File: src/rtl/range_frame_safe_direction_unit_assert.svh
// ----------------------------------------------------------------------------
// Range frame safe direction: assertion macros
// Shared property forms for the concurrent checks of the unit, clocked on clk
// and held off while arst_n is low.
// ----------------------------------------------------------------------------
`ifndef RANGE_FRAME_SAFE_DIRECTION_UNIT_ASSERT_SVH
`define RANGE_FRAME_SAFE_DIRECTION_UNIT_ASSERT_SVH

// Consequent must hold in the same cycle as the antecedent.
`define RFSD_ASSERT_SAME(lbl, ante, cons, msg) \
	lbl: assert property (@(posedge clk) disable iff (!arst_n) (ante) |-> (cons)) \
		else $error(msg);

// Consequent must hold in the cycle after the antecedent.
`define RFSD_ASSERT_NEXT(lbl, ante, cons, msg) \
	lbl: assert property (@(posedge clk) disable iff (!arst_n) (ante) |=> (cons)) \
		else $error(msg);

`endif

File: src/rtl/rfsd_pkg.sv
// ----------------------------------------------------------------------------
// Range frame safe direction package
// Frame codes, CORDIC constants, widths and the elaboration-time unit vector
// function used to build the sensor direction tables.
// ----------------------------------------------------------------------------
package rfsd_pkg;

	localparam int unsigned DIST_W = 8;
	localparam int unsigned DIR_W  = 9;
	localparam int unsigned IDX_W  = 3;
	localparam int unsigned UNIT_W = 16;
	localparam int unsigned ACC_W  = 34;
	localparam int unsigned QUEUE_DEPTH = 2;

	localparam logic [DIST_W-1:0] FRAME_HEADER  = 8'hFF;
	localparam logic [DIST_W-1:0] FRAME_TRAILER = 8'hAA;
	localparam logic [DIST_W-1:0] LIMIT_RESET   = 8'hFF;

	localparam int unsigned CORDIC_STEPS    = 20;
	localparam int unsigned VEC_SCALE_SHIFT = 20;
	localparam int unsigned STEP_W          = $clog2(CORDIC_STEPS);

	localparam logic signed [ACC_W-1:0] QUARTER_TURN = 34'sd1073741824;
	localparam logic [8:0] DEG_PER_TURN = 9'd360;

	localparam logic [DIR_W-1:0] DEG_LIMIT = 9'd180;
	localparam logic signed [DIR_W-1:0] DIR_ZERO    = 9'sd0;
	localparam logic signed [DIR_W-1:0] DIR_HALF    = 9'sd180;
	localparam logic signed [DIR_W-1:0] DIR_QUARTER = 9'sd90;

	localparam logic [31:0] TURN_ATAN [CORDIC_STEPS] = '{
		32'd536870912, 32'd316933406, 32'd167458907, 32'd85004756, 32'd42667331,
		32'd21354465,  32'd10679838,  32'd5340245,   32'd2670163,  32'd1335087,
		32'd667544,    32'd333772,    32'd166886,    32'd83443,    32'd41722,
		32'd20861,     32'd10430,     32'd5215,      32'd2608,     32'd1304
	};

	localparam logic signed [63:0] HALF_TURN_64  = 64'sd2147483648;
	localparam logic signed [63:0] FULL_TURN_64  = 64'sd4294967296;
	localparam logic signed [63:0] QUART_TURN_64 = 64'sd1073741824;
	localparam logic signed [63:0] INV_GAIN_64   = 64'sd652032874;
	localparam logic signed [63:0] ROUND_HALF_64 = 64'sd32768;

	// Cosine and sine of a binary angle in Q2.14, packed as {cos, sin}.
	// Evaluated at elaboration only; the rotation follows the fixed-point
	// CORDIC exactly so the tables match bit for bit.
	function automatic logic [2*UNIT_W-1:0] unit_vec(input logic [31:0] ang);
		logic signed [63:0] z;
		logic signed [63:0] x;
		logic signed [63:0] y;
		logic signed [63:0] xs;
		logic signed [63:0] ys;
		logic flip;
		z = $signed({32'd0, ang});
		x = INV_GAIN_64;
		y = 64'sd0;
		flip = 1'b0;
		if (z >= HALF_TURN_64) begin
			z = z - FULL_TURN_64;
		end
		if (z > QUART_TURN_64) begin
			z = z - HALF_TURN_64;
			flip = 1'b1;
		end else if (z < -QUART_TURN_64) begin
			z = z + HALF_TURN_64;
			flip = 1'b1;
		end
		for (int k = 0; k < CORDIC_STEPS; k++) begin
			xs = x >>> k;
			ys = y >>> k;
			if (z >= 0) begin
				x = x - ys;
				y = y + xs;
				z = z - $signed({32'd0, TURN_ATAN[k]});
			end else begin
				x = x + ys;
				y = y - xs;
				z = z + $signed({32'd0, TURN_ATAN[k]});
			end
		end
		x = (x + ROUND_HALF_64) >>> 16;
		y = (y + ROUND_HALF_64) >>> 16;
		if (flip) begin
			x = -x;
			y = -y;
		end
		return {x[UNIT_W-1:0], y[UNIT_W-1:0]};
	endfunction

endpackage

File: src/rtl/rfsd_byte_if.sv
// ----------------------------------------------------------------------------
// Received byte channel
// Valid/ready channel carrying one byte from the sensor link per beat.
// ----------------------------------------------------------------------------
interface rfsd_byte_if import rfsd_pkg::*; ();
	logic              valid;
	logic              ready;
	logic [DIST_W-1:0] rx_byte;

	modport source (output valid, output rx_byte, input ready);
	modport sink   (input valid, input rx_byte, output ready);
endinterface

File: src/rtl/rfsd_dir_if.sv
// ----------------------------------------------------------------------------
// Direction result channel
// Valid/ready channel carrying one frame result per beat.
// ----------------------------------------------------------------------------
interface rfsd_dir_if import rfsd_pkg::*; ();
	logic                    valid;
	logic                    ready;
	logic signed [DIR_W-1:0] safe_direction;
	logic [IDX_W-1:0]        nearest_sensor;

	modport source (output valid, output safe_direction, output nearest_sensor, input ready);
	modport sink   (input valid, input safe_direction, input nearest_sensor, output ready);
endinterface

File: src/rtl/rfsd_front.sv
// ----------------------------------------------------------------------------
// Frame parser
// Hunts for the header, gathers the distance bytes and hands a complete frame
// to the queue when the trailer checks out.
// ----------------------------------------------------------------------------
module rfsd_front import rfsd_pkg::*; #(
	parameter int unsigned NUM_SENSORS = 7
) (
	input  logic                                clk,
	input  logic                                arst_n,
	rfsd_byte_if.sink                           rx,
	output logic                                push_valid,
	input  logic                                push_ready,
	output logic [NUM_SENSORS-1:0][DIST_W-1:0]  push_frame
);

	localparam int unsigned POS_W = $clog2(NUM_SENSORS + 2);
	localparam logic [POS_W-1:0] POS_IDLE    = '0;
	localparam logic [POS_W-1:0] POS_FIRST   = POS_W'(1);
	localparam logic [POS_W-1:0] TRAILER_POS = POS_W'(NUM_SENSORS + 1);

	logic [POS_W-1:0]                pos_q;
	logic [NUM_SENSORS-1:0][DIST_W-1:0] frame_q;
	logic                            take;

	// Only the trailer beat needs room in the queue.
	assign rx.ready   = !((pos_q == TRAILER_POS) && !push_ready);
	assign take       = rx.valid && rx.ready;
	assign push_valid = take && (pos_q == TRAILER_POS) && (rx.rx_byte == FRAME_TRAILER);
	assign push_frame = frame_q;

	always_ff @(posedge clk or negedge arst_n) begin
		if (!arst_n) begin
			pos_q <= POS_IDLE;
		end else if (take) begin
			if (pos_q == POS_IDLE) begin
				pos_q <= (rx.rx_byte == FRAME_HEADER) ? POS_FIRST : POS_IDLE;
			end else if (pos_q == TRAILER_POS) begin
				pos_q <= POS_IDLE;
			end else begin
				pos_q <= pos_q + POS_FIRST;
			end
		end
	end

	always_ff @(posedge clk) begin
		for (int i = 0; i < NUM_SENSORS; i++) begin
			if (take && (pos_q == POS_W'(i + 1))) begin
				frame_q[i] <= rx.rx_byte;
			end
		end
	end

endmodule

File: src/rtl/rfsd_queue.sv
// ----------------------------------------------------------------------------
// Frame queue
// Two-entry first-in first-out buffer of complete frames between the parser
// and the direction engine.
// ----------------------------------------------------------------------------
module rfsd_queue import rfsd_pkg::*; #(
	parameter int unsigned WIDTH = 56
) (
	input  logic             clk,
	input  logic             arst_n,
	input  logic             push_valid,
	output logic             push_ready,
	input  logic [WIDTH-1:0] push_data,
	output logic             pop_valid,
	input  logic             pop_ready,
	output logic [WIDTH-1:0] pop_data
);

	localparam int unsigned PTR_W = $clog2(QUEUE_DEPTH);
	localparam int unsigned CNT_W = $clog2(QUEUE_DEPTH + 1);
	localparam logic [CNT_W-1:0] CNT_FULL = CNT_W'(QUEUE_DEPTH);
	localparam logic [PTR_W-1:0] PTR_LAST = PTR_W'(QUEUE_DEPTH - 1);

	logic [WIDTH-1:0] mem_q [QUEUE_DEPTH];
	logic [PTR_W-1:0] wr_q;
	logic [PTR_W-1:0] rd_q;
	logic [CNT_W-1:0] cnt_q;
	logic             do_push;
	logic             do_pop;

	assign push_ready = (cnt_q != CNT_FULL);
	assign pop_valid  = (cnt_q != '0);
	assign pop_data   = mem_q[rd_q];
	assign do_push    = push_valid && push_ready;
	assign do_pop     = pop_valid && pop_ready;

	always_ff @(posedge clk or negedge arst_n) begin
		if (!arst_n) begin
			wr_q  <= '0;
			rd_q  <= '0;
			cnt_q <= '0;
		end else begin
			if (do_push) begin
				wr_q <= (wr_q == PTR_LAST) ? '0 : wr_q + PTR_W'(1);
			end
			if (do_pop) begin
				rd_q <= (rd_q == PTR_LAST) ? '0 : rd_q + PTR_W'(1);
			end
			if (do_push && !do_pop) begin
				cnt_q <= cnt_q + CNT_W'(1);
			end else if (do_pop && !do_push) begin
				cnt_q <= cnt_q - CNT_W'(1);
			end
		end
	end

	always_ff @(posedge clk) begin
		if (do_push) begin
			mem_q[wr_q] <= push_data;
		end
	end

endmodule

File: src/rtl/rfsd_back.sv
// ----------------------------------------------------------------------------
// Direction engine
// Takes one frame at a time: accumulates the clamped vector sum and the
// nearest sensor one sensor per cycle, then, unless the sum lies on an axis,
// runs a CORDIC vectoring pass and converts the angle to whole degrees.
// ----------------------------------------------------------------------------
module rfsd_back import rfsd_pkg::*; #(
	parameter int unsigned NUM_SENSORS = 7
) (
	input  logic                               clk,
	input  logic                               arst_n,
	input  logic                               pop_valid,
	output logic                               pop_ready,
	input  logic [NUM_SENSORS-1:0][DIST_W-1:0] pop_frame,
	input  logic [DIST_W-1:0]                  distance_limit,
	rfsd_dir_if.source                         res
);

	localparam int unsigned SEL_W  = $clog2(NUM_SENSORS);
	localparam int unsigned PROD_W = DIST_W + 1 + UNIT_W;
	localparam int unsigned SUM_W  = PROD_W + $clog2(NUM_SENSORS);
	localparam int unsigned CW     = SUM_W + VEC_SCALE_SHIFT + 2;
	localparam logic [SEL_W-1:0]  SEL_LAST  = SEL_W'(NUM_SENSORS - 1);
	localparam logic [STEP_W-1:0] STEP_LAST = STEP_W'(CORDIC_STEPS - 1);

	typedef enum logic [2:0] {
		S_IDLE,
		S_SUM,
		S_PREP,
		S_ROT,
		S_DEG,
		S_OUT
	} state_t;

	logic signed [UNIT_W-1:0] cos_tab [NUM_SENSORS];
	logic signed [UNIT_W-1:0] sin_tab [NUM_SENSORS];

	for (genvar g = 0; g < NUM_SENSORS; g++) begin : g_unit
		localparam logic [31:0] ANG = 32'((64'(g) << 32) / NUM_SENSORS);
		localparam logic [2*UNIT_W-1:0] CS = unit_vec(ANG);
		assign cos_tab[g] = $signed(CS[2*UNIT_W-1:UNIT_W]);
		assign sin_tab[g] = $signed(CS[UNIT_W-1:0]);
	end

	state_t                          state_q;
	logic [NUM_SENSORS-1:0][DIST_W-1:0] dist_q;
	logic [SEL_W-1:0]                idx_q;
	logic signed [SUM_W-1:0]         sx_q;
	logic signed [SUM_W-1:0]         sy_q;
	logic [DIST_W-1:0]               best_val_q;
	logic [SEL_W-1:0]                best_q;
	logic signed [CW-1:0]            x_q;
	logic signed [CW-1:0]            y_q;
	logic signed [ACC_W-1:0]         acc_q;
	logic [STEP_W-1:0]               k_q;
	logic signed [DIR_W-1:0]         dir_q;

	logic [DIST_W-1:0]        d;
	logic [DIST_W-1:0]        c;
	logic signed [DIST_W:0]   cs;
	logic signed [PROD_W-1:0] prod_x;
	logic signed [PROD_W-1:0] prod_y;
	logic signed [CW-1:0]     xw;
	logic signed [CW-1:0]     yw;
	logic signed [CW-1:0]     xs;
	logic signed [CW-1:0]     ys;
	logic signed [ACC_W-1:0]  atan_k;
	logic [ACC_W-1:0]         mag;
	logic [ACC_W+8:0]         deg_prod;
	logic [ACC_W-24:0]        deg_raw;
	logic [DIR_W-1:0]         deg_sat;
	logic [DIR_W-1:0]         deg_val;

	always_comb begin
		d      = dist_q[idx_q];
		c      = (d > distance_limit) ? distance_limit : d;
		cs     = $signed({1'b0, c});
		prod_x = cs * cos_tab[idx_q];
		prod_y = cs * sin_tab[idx_q];

		xw = $signed({{(CW - SUM_W - VEC_SCALE_SHIFT){sx_q[SUM_W-1]}}, sx_q,
			{VEC_SCALE_SHIFT{1'b0}}});
		yw = $signed({{(CW - SUM_W - VEC_SCALE_SHIFT){sy_q[SUM_W-1]}}, sy_q,
			{VEC_SCALE_SHIFT{1'b0}}});

		xs     = x_q >>> k_q;
		ys     = y_q >>> k_q;
		atan_k = $signed({2'b00, TURN_ATAN[k_q]});

		mag      = acc_q[ACC_W-1] ? ACC_W'(-acc_q) : ACC_W'(acc_q);
		deg_prod = (ACC_W + 9)'(mag) * (ACC_W + 9)'(DEG_PER_TURN);
		deg_raw  = deg_prod[ACC_W+8:32];
		deg_sat  = (deg_raw > (ACC_W - 23)'(DEG_LIMIT)) ? DEG_LIMIT : deg_raw[DIR_W-1:0];
		deg_val  = acc_q[ACC_W-1] ? (~deg_sat + DIR_W'(1)) : deg_sat;
	end

	assign pop_ready          = (state_q == S_IDLE);
	assign res.valid          = (state_q == S_OUT);
	assign res.safe_direction = dir_q;
	assign res.nearest_sensor = IDX_W'(best_q);

	always_ff @(posedge clk or negedge arst_n) begin
		if (!arst_n) begin
			state_q    <= S_IDLE;
			dist_q     <= '0;
			idx_q      <= '0;
			sx_q       <= '0;
			sy_q       <= '0;
			best_val_q <= '0;
			best_q     <= '0;
			x_q        <= '0;
			y_q        <= '0;
			acc_q      <= '0;
			k_q        <= '0;
			dir_q      <= DIR_ZERO;
		end else begin
			case (state_q)
				S_IDLE: begin
					if (pop_valid) begin
						dist_q     <= pop_frame;
						idx_q      <= '0;
						sx_q       <= '0;
						sy_q       <= '0;
						best_val_q <= pop_frame[0];
						best_q     <= '0;
						state_q    <= S_SUM;
					end
				end
				S_SUM: begin
					sx_q <= sx_q + SUM_W'(prod_x);
					sy_q <= sy_q + SUM_W'(prod_y);
					if (d < best_val_q) begin
						best_val_q <= d;
						best_q     <= idx_q;
					end
					if (idx_q == SEL_LAST) begin
						state_q <= S_PREP;
					end else begin
						idx_q <= idx_q + SEL_W'(1);
					end
				end
				S_PREP: begin
					k_q <= '0;
					if (sy_q == '0) begin
						dir_q   <= sx_q[SUM_W-1] ? DIR_HALF : DIR_ZERO;
						state_q <= S_OUT;
					end else if (sx_q == '0) begin
						dir_q   <= sy_q[SUM_W-1] ? -DIR_QUARTER : DIR_QUARTER;
						state_q <= S_OUT;
					end else begin
						// Left half plane: turn a quarter first so the
						// vectoring pass starts with x positive.
						if (sx_q[SUM_W-1]) begin
							if (!sy_q[SUM_W-1]) begin
								x_q   <= yw;
								y_q   <= -xw;
								acc_q <= QUARTER_TURN;
							end else begin
								x_q   <= -yw;
								y_q   <= xw;
								acc_q <= -QUARTER_TURN;
							end
						end else begin
							x_q   <= xw;
							y_q   <= yw;
							acc_q <= '0;
						end
						state_q <= S_ROT;
					end
				end
				S_ROT: begin
					if (y_q > 0) begin
						x_q   <= x_q + ys;
						y_q   <= y_q - xs;
						acc_q <= acc_q + atan_k;
					end else begin
						x_q   <= x_q - ys;
						y_q   <= y_q + xs;
						acc_q <= acc_q - atan_k;
					end
					if (k_q == STEP_LAST) begin
						state_q <= S_DEG;
					end else begin
						k_q <= k_q + STEP_W'(1);
					end
				end
				S_DEG: begin
					dir_q   <= $signed(deg_val);
					state_q <= S_OUT;
				end
				S_OUT: begin
					if (res.ready) begin
						state_q <= S_IDLE;
					end
				end
				default: begin
					state_q <= S_IDLE;
				end
			endcase
		end
	end

endmodule

File: src/rtl/range_frame_safe_direction_unit.sv
// ----------------------------------------------------------------------------
// Range frame safe direction unit
// Parses range sensor frames from a byte stream and reports, for each frame
// with a good trailer, the safe direction in degrees and the nearest sensor.
//
// Bytes arrive on rx, one per beat. A frame is the header 0xFF, one distance
// byte per sensor of the ring, then the trailer 0xAA; bytes outside a frame
// are skipped and a frame with a bad trailer is dropped without a result.
// Each good frame yields one beat on res: safe_direction is the angle, in
// whole degrees truncated toward zero, of the sum of the distances (each
// clamped to distance_limit) weighted by the unit vectors of the sensors,
// which sit evenly round the ring starting at zero degrees; nearest_sensor
// is the index of the first sensor with the smallest raw distance. The
// parser takes one byte per cycle and only holds rx.ready low on a trailer
// beat while both frame queue entries are taken. The direction engine works
// on one frame at a time: it loads the frame, multiply-accumulates the
// sensors one after another, sets up, runs 20 CORDIC vectoring iterations
// and converts the angle to whole degrees; a sum that lies on an axis skips
// the iterations and the conversion. The engine takes no new frame until
// the result beat has been taken. The result waits in the output register
// until taken, while the parser goes on accepting bytes. distance_limit
// resets to 255 and is written through cfg_valid/cfg_ready/cfg_data; the
// user must write it only while idle, which the block itself does not
// enforce.
// ----------------------------------------------------------------------------
`include "range_frame_safe_direction_unit_assert.svh"

module range_frame_safe_direction_unit import rfsd_pkg::*; #(
	parameter int unsigned NUM_SENSORS = 7
) (
	input  logic              clk,
	input  logic              arst_n,
	rfsd_byte_if.sink         rx,
	rfsd_dir_if.source        res,
	input  logic              cfg_valid,
	output logic              cfg_ready,
	input  logic [DIST_W-1:0] cfg_data
);

	localparam int unsigned FRAME_W = NUM_SENSORS * DIST_W;

	// Configuration: a single register, always ready for a write beat.
	logic [DIST_W-1:0] limit_q;

	assign cfg_ready = 1'b1;

	always_ff @(posedge clk or negedge arst_n) begin
		if (!arst_n) begin
			limit_q <= LIMIT_RESET;
		end else if (cfg_valid && cfg_ready) begin
			limit_q <= cfg_data;
		end
	end

	// Front to queue: a whole frame moves in a single beat on its trailer.
	logic                               push_valid;
	logic                               push_ready;
	logic [NUM_SENSORS-1:0][DIST_W-1:0] push_frame;

	// Queue to back: the engine pops one frame when it is idle.
	logic                               pop_valid;
	logic                               pop_ready;
	logic [FRAME_W-1:0]                 pop_data;
	logic [NUM_SENSORS-1:0][DIST_W-1:0] pop_frame;

	assign pop_frame = pop_data;

	rfsd_front #(
		.NUM_SENSORS (NUM_SENSORS)
	) u_front (
		.clk        (clk),
		.arst_n     (arst_n),
		.rx         (rx),
		.push_valid (push_valid),
		.push_ready (push_ready),
		.push_frame (push_frame)
	);

	rfsd_queue #(
		.WIDTH (FRAME_W)
	) u_queue (
		.clk        (clk),
		.arst_n     (arst_n),
		.push_valid (push_valid),
		.push_ready (push_ready),
		.push_data  (push_frame),
		.pop_valid  (pop_valid),
		.pop_ready  (pop_ready),
		.pop_data   (pop_data)
	);

	rfsd_back #(
		.NUM_SENSORS (NUM_SENSORS)
	) u_back (
		.clk            (clk),
		.arst_n         (arst_n),
		.pop_valid      (pop_valid),
		.pop_ready      (pop_ready),
		.pop_frame      (pop_frame),
		.distance_limit (limit_q),
		.res            (res)
	);

	// The parser must never offer a frame that the queue cannot take.
	`RFSD_ASSERT_SAME(a_push_fits, push_valid, push_ready, "frame pushed into a full queue")

	// The byte channel only stalls because the queue is full.
	`RFSD_ASSERT_SAME(a_stall_cause, !rx.ready, !push_ready, "byte channel stalled with queue room")

	// Once the engine takes a frame it is busy and shows no result next cycle.
	`RFSD_ASSERT_NEXT(a_pop_busy, pop_valid && pop_ready, !res.valid, "result right after a pop")

endmodule

File: src/flat_wrapper.sv
// flat-port wrapper written by rule: the top's interface ports become plain ports
module range_frame_safe_direction_unit_flat import rfsd_pkg::*;
#(
	parameter int unsigned NUM_SENSORS = 7
)
  (clk, arst_n, cfg_valid, cfg_ready, cfg_data, rx_valid, rx_rx_byte, rx_ready, res_valid, res_safe_direction, res_nearest_sensor, res_ready);
  rfsd_byte_if rx_i ();
  rfsd_dir_if res_i ();
  input  logic clk;
  input  logic arst_n;
  input  logic cfg_valid;
  output logic cfg_ready;
  input  logic [DIST_W-1:0] cfg_data;
  input wire logic [$bits(rx_i.valid)-1:0] rx_valid;
  input wire logic [$bits(rx_i.rx_byte)-1:0] rx_rx_byte;
  output wire logic [$bits(rx_i.ready)-1:0] rx_ready;
  output wire logic [$bits(res_i.valid)-1:0] res_valid;
  output wire logic [$bits(res_i.safe_direction)-1:0] res_safe_direction;
  output wire logic [$bits(res_i.nearest_sensor)-1:0] res_nearest_sensor;
  input wire logic [$bits(res_i.ready)-1:0] res_ready;
  assign rx_i.valid = rx_valid;
  assign rx_i.rx_byte = rx_rx_byte;
  assign rx_ready = rx_i.ready;
  assign res_valid = res_i.valid;
  assign res_safe_direction = res_i.safe_direction;
  assign res_nearest_sensor = res_i.nearest_sensor;
  assign res_i.ready = res_ready;
  range_frame_safe_direction_unit #(.NUM_SENSORS(NUM_SENSORS)) u_core (.clk(clk), .arst_n(arst_n), .rx(rx_i), .res(res_i), .cfg_valid(cfg_valid), .cfg_ready(cfg_ready), .cfg_data(cfg_data));
endmodule
File: config.mk
export PLATFORM = sky130hd
export DESIGN_NAME = range_frame_safe_direction_unit_flat
export DESIGN_NICKNAME = d
export VERILOG_FILES = /design/src/rtl/rfsd_pkg.sv /design/src/rtl/rfsd_byte_if.sv /design/src/rtl/rfsd_dir_if.sv /design/src/rtl/rfsd_front.sv /design/src/rtl/rfsd_queue.sv /design/src/rtl/rfsd_back.sv /design/src/rtl/range_frame_safe_direction_unit.sv /design/src/flat_wrapper.sv
export VERILOG_INCLUDE_DIRS = /design/src /design/src/rtl
export SDC_FILE = /design/constraint.sdc
export NUM_CORES = 2
export LEC_CHECK = 0
export BUFFER_PORTS_ARGS = -buffer_cell sky130_fd_sc_hd__buf_2
export CORE_UTILIZATION = 50
export CTS_CLUSTER_DIAMETER = 100
export DETAILED_ROUTE_END_ITERATION = 10
export PLACE_DENSITY = 0.68
export SLEW_MARGIN = 15
export SYNTH_ARGS = -nofsm -noshare
export SYNTH_HDL_FRONTEND = slang
export SYNTH_HIERARCHICAL = 1
export SYNTH_SLANG_ARGS = --single-unit
File: constraint.sdc
create_clock -name clk -period 8.7 [get_ports clk]
set_input_delay 0.435 -clock clk [delete_from_list [all_inputs] [get_ports clk]]
set_output_delay 0.435 -clock clk [all_outputs]
set_load 0.02 [all_outputs]
==> impl_results.md <==
- Outcome: finished clean
- Synth top area share: 13.6%
- Vias in the first global route: 43500
- Die area: 0.106 sq mm
- Final setup vio count: 0
- Crit-path max FO: 6
- Synth area leaders: dfrtp_1 14%, fa_1 11%, edfxtp_1 9.6%
- Area of the core: 0.104 sq mm
- Slowest stage delay, CP: 550 ps
- Final period utilization: 97.8%
- Total number of yosys warnings: 6
- H-tree levels: 2
- Clock root buffer: clkbuf_16
- Nets: 6585
- Post-DP HPWL: 131000 microns
- Slew margin rel.: 17.5%
- CTS tree: yes
- Clock slew at reported path FFs: 60 ps
- DR vias/cell: 6.17
- Grt ovf: 0
- Synth Area per Inst: 8.99 sq um
- Crit Path Category: register to register
- Share of layout cells above drive strength 1: 13.0%
- Finished Core Util: 55.4%
- Port Buf Inserts: 34
- # IOs: 36
- Flop2flop setup slack: 190 ps
- Initial core utilization: 50.5%
- Minimum clock period: 8510 ps
- Post-synthesis sequential area ratio: 23.7%
- DR iter-0 viols: 4443
- Setup Skew: 47.7 ps
- Max-cap violations: 0
- Drt pass-1 iters: 6
- Worst path required time: 9220 ps
- Slowest cell on the critical path: fa_1
- Global-route wire length before repair: 262000 microns
- Num CTS Buffers: 54
- Clk_lat worst skew: 700 ps
- Hold Vio Cnt, Final: 0
- Crit path launch type: register
- CTS Buffer Depth: 3
- Vias: 45200
- Post-synth EDFFs: 168
- Count leader, synth: inv_1
- Top_reg_cell synth: dfrtp_1
- Global-route total usage across every layer: 31.7%
- Core Rows: 118
- Die Ht: 326 microns
- Initial antenna violation count: 4
- Commonest cells post-synth: 589 x inv_1, 579 x nand2_1, 386 x nor2_1
- ANT nets after route: 0
- Max-slew violations: 0
- Worst Hold Class: input port to register
- Async set-or-reset flop fraction in the synthesized netlist: 63.6%
- Number of synthesized register bits: 461
- Drt wl/cell: 23.3 microns
- CTS Sinks: 461
- Die X: 326 microns
- Cells after synthesis: 5823
- Area leader, netlist: dfrtp_1
- Fmax: 118 MHz
- CP endpoint kind: register
- DRC Markers: 0
- Worst path most repeated cell: fa_1
- Worst-Margin Slew: 1220 ps
- DRT Wirelength: 171000 microns
- Area Growth Syn to Fin: 9.63%
- Synth unique cells: 104
- Cell Area, Synth: 0.0524 sq mm
- Mapped Nets: 6516
- Fill cell count: 9400
- Largest net degree at the start of global routing: 90
- Routability cong.: 1.06
- Critical Path AT: 9020 ps
-- critical path, delay by kind of cell (launching register included) --
family	cells	cell delay, ps
and+or+nand+nor	4	670
DFF	1	430
buffers and inverters	4	310
xor gates and xnor gates	1	150
adders and majority gates	7	3000
AOI/OAI and AO/OA	17	2890
muxes	2	880
-- stage by stage --
step | instances | instance area [sq um] | setup slack [ps] | setup TNS [ps] | hold slack [ps]
2_1_floorplan | 5823 | 52400 | 77.2 | 0 | 139
3_3_place_gp | 7193 | 54800 | -259 | -611 | 422
3_5_place_dp | 7193 | 54800 | -313 | -951 | 429
4_1_cts | 7304 | 57000 | 6.10 | 0 | 27.6
5_1_grt | 7318 | 57400 | -123 | -507 | 37.6
6_report | 7319 | 57400 | 195 | 0 | 41.6
-- final timing paths --
path	startpoint	endpoint	cells past startpoint
max in group asynchronous	arst_n	u_core/u_back/x_q[35]	4
max reg2reg	u_core/u_back/idx_q[0]	u_core/u_back/sx_q[26]	35
min	res_ready	u_core/u_back/state_q[0]	2
max	u_core/u_back/idx_q[0]	u_core/u_back/sx_q[26]	35
min reg2reg	u_core/u_front/push_frame[0]	u_core/u_queue/mem_q[1][0]	0
min in group asynchronous	arst_n	u_core/u_back/acc_q[6]	2
-- registers in the layout, indices dropped and copies added (netlist names) --
signal and count:
u_core/u_back/res.nearest_sensor 3, u_core/u_front/push_frame 56, u_core/u_queue/mem_q 112, u_core/u_queue/cnt_q 2, u_core/u_back/state_q 3, u_core/u_queue/rd_q 1, u_core/u_back/x_q 50, u_core/u_queue/wr_q 1
u_core/u_back/acc_q 34, u_core/u_back/dist_q 56, u_core/u_back/res.safe_direction 9, u_core/u_back/sx_q 28, u_core/limit_q 8, u_core/u_back/best_val_q 8, u_core/u_back/sy_q 28, u_core/u_back/y_q 50
u_core/u_front/pos_q 4, u_core/u_back/idx_q 3, u_core/u_back/k_q 5
-- per-layer routing --
layer  track usage, %  share of wire, %  vias to the layer above  wire, microns
li1                 -                 -                    20800              -
met1             41.6                41                    22000          69700
met2             50.0                45                     1893          77000
met3             4.92               7.3                      480          12500
met4             18.0               6.7                        4          11400
met5                0             0.013                        -             22
-- logic make-up after synthesis --
group	after synthesis	share of synthesized area, %
other	1	0.00716
DFF	461	23.7
buffers and inverters	879	7.01
and+or+nand+nor	1586	14.1
muxes	389	10.9
AOI/OAI and AO/OA	1450	17.7
adders and majority gates	672	20.2
xor gates and xnor gates	385	6.44
-- what timing repair did --
action / 4_1_cts / 5_1_grt
hold buffers: 9 / 0
gates resized for setup: 7 / 93
gates cloned: 0 / 1
setup endpoints to repair: 8 / 24
hold endpoints to repair: 86 / 0
pin swaps: 1 / 39
buffers inserted: 0 / 13
-- area by class of cell --
cell class	instances	area, sq um	area share, %
multi-input cells	4483	36700	64.0
flip-flops and latches	461	12400	21.6
repair buffers	299	2300	4.00
inverters	593	2230	3.88
well taps	1380	1730	3.01
clock buffers	66	1470	2.55
clock inverters	36	548	0.954
diodes	1	2.50	0.00436
-- cell usage in the layout, fill, tap and decap left out, types with 94 or more instances in the layout --
master and instances:
fa_1 285, dfrtp_1 276, inv_1 579, edfxtp_1 168, ha_1 380, a21o_1 112
nand2_1 573, xnor2_1 232, mux4_2 94, nand3_1 152, mux2i_1 153, a211oi_1 126
a21oi_1 345, buf_4 240, xor2_1 153, nor2_1 372, o21ai_0 354
Power is left out: the tool's default activity adds up to more than one toggle a clock period on the data nets, which glitch-free logic cannot reach.
